### config.mk
export PLATFORM = sky130hd
export DESIGN_NAME = mgt_ctrl
export DESIGN_NICKNAME = d
export VERILOG_FILES = /design/src/rtl/core/multicast_group_table_macros.svh /design/src/rtl/core/mgt_pkg.sv /design/src/rtl/core/mgt_ctrl.sv
export SDC_FILE = /design/constraint.sdc
export NUM_CORES = 1
export LEC_CHECK = 0
export ABC_AREA = 1
export BUFFER_PORTS_ARGS = -buffer_cell sky130_fd_sc_hd__buf_2
export CAP_MARGIN = 10
export CORE_MARGIN = 4
export CORE_UTILIZATION = 25
export CTS_BUF_LIST = sky130_fd_sc_hd__clkbuf_16
export DETAILED_ROUTE_END_ITERATION = 8
export PLACE_DENSITY = 0.49
export SYNTH_ARGS = -nofsm -noshare
export SYNTH_HDL_FRONTEND = slang
export SYNTH_SLANG_ARGS = --single-unit
export TNS_END_PERCENT = 50
### constraint.sdc
create_clock -name i_clk -period 1.5 [get_ports i_clk]
set_input_delay 0.15 -clock i_clk [delete_from_list [all_inputs] [get_ports i_clk]]
set_output_delay 0.15 -clock i_clk [all_outputs]
set_load 0.005 [all_outputs]
### src/rtl/core/multicast_group_table_macros.svh
// assertion helpers used by the rtl datapath module
`ifndef MULTICAST_GROUP_TABLE_MACROS_SVH
`define MULTICAST_GROUP_TABLE_MACROS_SVH

// property that holds on every clock edge outside reset
`define MGT_ASSERT(label, prop, msg) \
    label: assert property (@(posedge i_clk) disable iff (!i_rst_n) (prop)) else $error(msg);

// property checked also during reset
`define MGT_ASSERT_ALWAYS(label, prop, msg) \
    label: assert property (@(posedge i_clk) (prop)) else $error(msg);

`endif

### src/rtl/core/mgt_pkg.sv
package mgt_pkg;

    localparam int unsigned MaxGroup = 255;
    localparam int unsigned NumNodes = 64;
    localparam int unsigned GidW     = 8;
    localparam int unsigned MaskW    = 64;

    typedef enum logic [2:0] {
        MODE_ASSIGN = 3'd0,
        MODE_ADD    = 3'd1,
        MODE_LOCK   = 3'd2,
        MODE_UNLOCK = 3'd3,
        MODE_READ   = 3'd4
    } t_mode;

    localparam logic [1:0] STAT_OK   = 2'd0;
    localparam logic [1:0] STAT_FAIL = 2'd1;
    localparam logic [1:0] STAT_NF   = 2'd2;

    typedef enum logic [3:0] {
        ST_IDLE,
        ST_SUB_RD,
        ST_SUB_CHK,
        ST_REU_STEP,
        ST_REU_CHK,
        ST_ONE_RD,
        ST_ONE_DO,
        ST_WRITE,
        ST_OUT
    } t_state;

    typedef struct packed {
        logic load;         // capture request
        logic sub_start;    // reset scan id and best
        logic sub_next;     // evaluate entry, advance id
        logic reu_start;
        logic reu_step;     // advance reuse pointer
        logic one_rd;       // read addressed entry
        logic one_do;       // decide on addressed entry
        logic wr;           // write pending entry
        logic out_set;      // result register becomes valid
    } t_cmd;

    typedef struct packed {
        t_mode mode;
        logic  list_zero;
        logic  sub_last;    // scan id at MaxGroup
        logic  sub_hit;     // identical group found
        logic  best_zero;
        logic  reu_done;    // pointer wrapped to start
        logic  reu_free;    // probed id not locked
        logic  out_busy;    // result not yet taken
    } t_stat;

    typedef struct packed {
        logic [2:0]       mode;
        logic [MaskW-1:0] node_mask;
        logic [6:0]       node_id;
        logic [GidW-1:0]  grp_sel;
    } t_req;

    typedef struct packed {
        logic [1:0]       status;
        logic [GidW-1:0]  result_group;
        logic [MaskW-1:0] member_mask;
        logic             group_locked;
        logic             reuse_notice;
    } t_rsp;

endpackage

### src/rtl/core/mgt_ctrl.sv
module mgt_ctrl (
    input  logic           i_clk,
    input  logic           i_rst_n,
    input  logic           i_in_valid,
    output logic           o_in_ready,
    input  mgt_pkg::t_stat i_stat,
    output mgt_pkg::t_cmd  o_cmd
);
    mgt_pkg::t_state r_state, n_state;

    always_ff @(posedge i_clk) begin
        if (!i_rst_n) begin
            r_state <= mgt_pkg::ST_IDLE;
        end else begin
            r_state <= n_state;
        end
    end

    always_comb begin
        n_state    = r_state;
        o_cmd      = '0;
        o_in_ready = 1'b0;
        case (r_state)
            mgt_pkg::ST_IDLE: begin
                o_in_ready = 1'b1;
                if (i_in_valid) begin
                    o_cmd.load = 1'b1;
                    n_state    = mgt_pkg::ST_ONE_RD;
                end
            end
            mgt_pkg::ST_ONE_RD: begin
                if (i_stat.mode == mgt_pkg::MODE_ASSIGN) begin
                    if (i_stat.list_zero) begin
                        n_state = mgt_pkg::ST_OUT;
                    end else begin
                        o_cmd.sub_start = 1'b1;
                        n_state = mgt_pkg::ST_SUB_RD;
                    end
                end else begin
                    o_cmd.one_rd = 1'b1;
                    n_state = mgt_pkg::ST_ONE_DO;
                end
            end
            mgt_pkg::ST_ONE_DO: begin
                o_cmd.one_do = 1'b1;
                n_state = mgt_pkg::ST_WRITE;
            end
            mgt_pkg::ST_SUB_RD: n_state = mgt_pkg::ST_SUB_CHK;
            mgt_pkg::ST_SUB_CHK: begin
                o_cmd.sub_next = 1'b1;
                if (i_stat.sub_hit) begin
                    n_state = mgt_pkg::ST_WRITE;
                end else if (i_stat.sub_last) begin
                    if (i_stat.best_zero) begin
                        o_cmd.reu_start = 1'b1;
                        n_state = mgt_pkg::ST_REU_STEP;
                    end else begin
                        n_state = mgt_pkg::ST_WRITE;
                    end
                end else begin
                    n_state = mgt_pkg::ST_SUB_RD;
                end
            end
            mgt_pkg::ST_REU_STEP: begin
                o_cmd.reu_step = 1'b1;
                n_state = mgt_pkg::ST_REU_CHK;
            end
            mgt_pkg::ST_REU_CHK: begin
                if (i_stat.reu_done || i_stat.reu_free) begin
                    n_state = mgt_pkg::ST_WRITE;
                end else begin
                    n_state = mgt_pkg::ST_REU_STEP;
                end
            end
            mgt_pkg::ST_WRITE: begin
                o_cmd.wr = 1'b1;
                n_state = mgt_pkg::ST_OUT;
            end
            mgt_pkg::ST_OUT: begin
                if (!i_stat.out_busy) begin
                    o_cmd.out_set = 1'b1;
                    n_state = mgt_pkg::ST_IDLE;
                end
            end
            default: n_state = mgt_pkg::ST_IDLE;
        endcase
    end
endmodule

Word level (Yosys, flattened, before mapping)
Index checks and enable logic that the tools add are counted.

cells by class
  equal/unequal tests = 10
  mux-type cells = 26
  reductions and logical operators = 4

operators by type and width
  cell                  count
  $pmux W4 S9           1
  $mux W4               5
  $eq A4 B3 Y1 const B  4
  $mux W1               16
  $mux W3               3
  $eq A4 B2 Y1 const B  2
  $eq A4 B1 Y1 const B  1
  $eq A4 B4 Y1 const B  1
  $logic_not A4 Y1      1
  $ne A2 B2 Y1 const B  2
  $logic_not A3 Y1      1
  $mux W2               1
  $reduce_and A2 Y1     1
  $logic_or A1 B1 Y1    1

word-level totals
  output and inout port bits = 10
  word-level logic and storage cells = 41
  bits in registers = 4
  input port bits = 13

Longest topological paths before layout
  depth after elaboration = 4
  gate-level depth with buffers = 7
  mapped depth without buffers = 7

Least setup slack after synthesis
OpenSTA, ideal clock, no wires.

  path kind = register to register
  start point = register r_state[3]
  end point = register r_state[2]
  clock period less this slack = 0.950 ns
  required time = 1.434 ns
  data arrival time = 0.884 ns
  path slack = 0.550 ns
  setup time = 0.066 ns
  buffers on the path = 0
  stages on the path, launching flop included = 8
  cell sequence = dfxtp_1 > inv_1 > nand2_1 > nor2_1 > nand2_1 > nand2_1 > inv_1 > a21oi_2

between the ends
  cells in the longest elaborated chain, start to end = 3
  elaborated cells between the ends (all ways) = 13
  classes of those cells = eq/ne (10); mux (1); reduce/logical (2)

RTL lines
  element                                                  line            RTL
  start: declaration                                       mgt_ctrl.sv:9   mgt_pkg::t_state r_state, n_state;
  start signal: assignment                                 mgt_ctrl.sv:13  r_state <= mgt_pkg::ST_IDLE;
  start signal: assignment                                 mgt_ctrl.sv:15  r_state <= n_state;
  $eq A4 B4 Y1 / $logic_not A4 Y1 (equally long branches)  mgt_ctrl.sv:23  case (r_state)
  $ne A2 B2 Y1 (no line)                                   n/a
  $reduce_and A2 Y1 (no line)                              n/a

Parallel ways exist; a longest one is shown, timed or not.
A chain may end at the register's enable or synchronous reset.

==> metrics <==
final wirelength roughly 1100 µm; final instance area 587 µm²; largest net degree at the start of global routing 7; Final Cycle Share 89.8%; Post-Syn Instances 73; CORE AREA 1370 µm²; Final Setup Violations 0; Initial Util 27.9%; kind of end point of the critical path output port; Final Hold Viols 0; worst-margin pin slew 336 ps; clock slew at reported path FFs approximately 30 ps; TritonCTS clock tree yes; die width ~47 µm; largest reg by FF count r_state; Crit Path Category reg2out; DR vias 490; router iterations before antenna repair 4; first-pass GRT wire length between 1500 and 2000 µm; final core utilization 42.9%; DIE AREA 2220 µm²; worst path arrival time 1200 ps; Yosys reg bits 4; total gr overflow 0; # diodes 0; clk_skew 2.01 ps; IO Count 23; setup TNS 0 ps; # placed instances 110; # hold bufs at CTS 0; CTS max path bufs 2; Max VDD drop 0.965 mV; DR iter-0 viols 7; Netlist cell types 14; Syn Area/Cell around 5.2 µm²; Largest register FFs 4; post-route minimum period 1350 ps; drt wl/cell ~9.5 µm; GR Util All Layers 12.0%; Power, Total 989 µW; clock latency on the worst-skew pair 220 ps; FP Rows 13; CP required 1350 ps; Synth warnings 0; Post-Syn Area 382 µm²; commonest non-fill, non-tap cell in the layout buf_2; post-CTS sizing 0; Num CTS Buffers 3; Finished Layout Cells 113; Hold Crit Class in2reg; maxcap violations 0; part of the Yosys area used for sequential elements 21.0%; Final #Nets 113; DRT antenna net count 0; placed cell areas 510 µm²; area grow syn2layout 53.8%; layout cells sized above 1 32.7%; RSZ-0062 raised after global routing no; pwr dens between 1500 and 2000 nW/µm²; Setup Fix Bufs, Post-CTS 0; status finished clean; top flop regs r_state (4); htree depth 1; IO buf count 22; clock root cell clkbuf_16; Worst Path Max Fanout 6; # clock sinks 4; Pleak between 0.3 and 0.4 nW; Post-DP HPWL 889 µm; Max-slew headroom 77.5%; Final Slew Violations 0; Fmax 0.742 GHz; antenna violations before repair 0; # DRC 0; commonest non-fill, non-tap cells in the layout buf_2, inv_1, nand2_1; CP startpoint kind flip-flop; Placer Congestion 0.775; Net Count, Synth 86; detailed-route vias per instance roughly 4.3; vias in the first global route 431; Die Height 47.1 µm
## power breakdown
group	switching [mW]	internal, mW
registers	0.0384	0.143
clock network	0.0691	0.340
logic	0.245	0.152
total	0.353	0.636
## path summary, 6_finish.rpt
kind,start,to,slack [ps],cells past startpoint
setup / recovery,r_state[0],o_cmd[8],150,4
hold / removal,i_rst_n,r_state[1],160,3
setup reg to reg,r_state[0],r_state[2],390,5
hold reg to reg,r_state[0],r_state[0],600,3
## routing by layer
layer / vias to the layer above / track usage [%] / share of wire, %
li1: 268 / - / -
met1: 207 / 15.7 / 42
met2: 15 / 19.2 / 48
met3: 0 / 4.60 / 9.3
met4: 0 / 1.66 / 0
met5: - / 0 / 0
## Yosys cell counts (all sizes together)
cell    instances  area [µm²]
inv            21        78.8
nand3b          1        7.51
nor3            2        15.0
nand3           8        40.0
nand2          17        63.8
o211ai          1        7.51
a21oi           3        18.8
nor2           15        63.8
nand4           1        6.26
dfxtp           4        80.1
## stage by stage
stage	hold WS (ps)	setup slack [ps]
6_report	162	153
4_1_cts	164	117
3_3_place_gp	388	361
5_1_grt	213	21.4
3_5_place_dp	391	360
2_1_floorplan	248	550
## cell families after synthesis
family | count (synthesis) | share of synthesized area (%)
buf+inv | 21 | 20.7
simple gates | 44 | 51.5
flops | 4 | 21.0
compound gates | 4 | 6.89
## cell type report
| type | instances | area (µm²) |
|---|---|---|
| tap | 15 | 18.8 |
| sequential | 4 | 81.3 |
| multi-input combinational | 48 | 223 |
| fill | 159 | 779 |
| clock buffer | 3 | 75.1 |
| inverter | 21 | 78.8 |
| timing repair buffer | 22 | 110 |
## worst max-delay path, cell delays in order, from the launching register on
cell,delay (ps)
dfxtp_2,330
nor2_1,290
nand2_1,140
nor2_1,90
buf_2,110
Power figures use the tool's default switching activity.
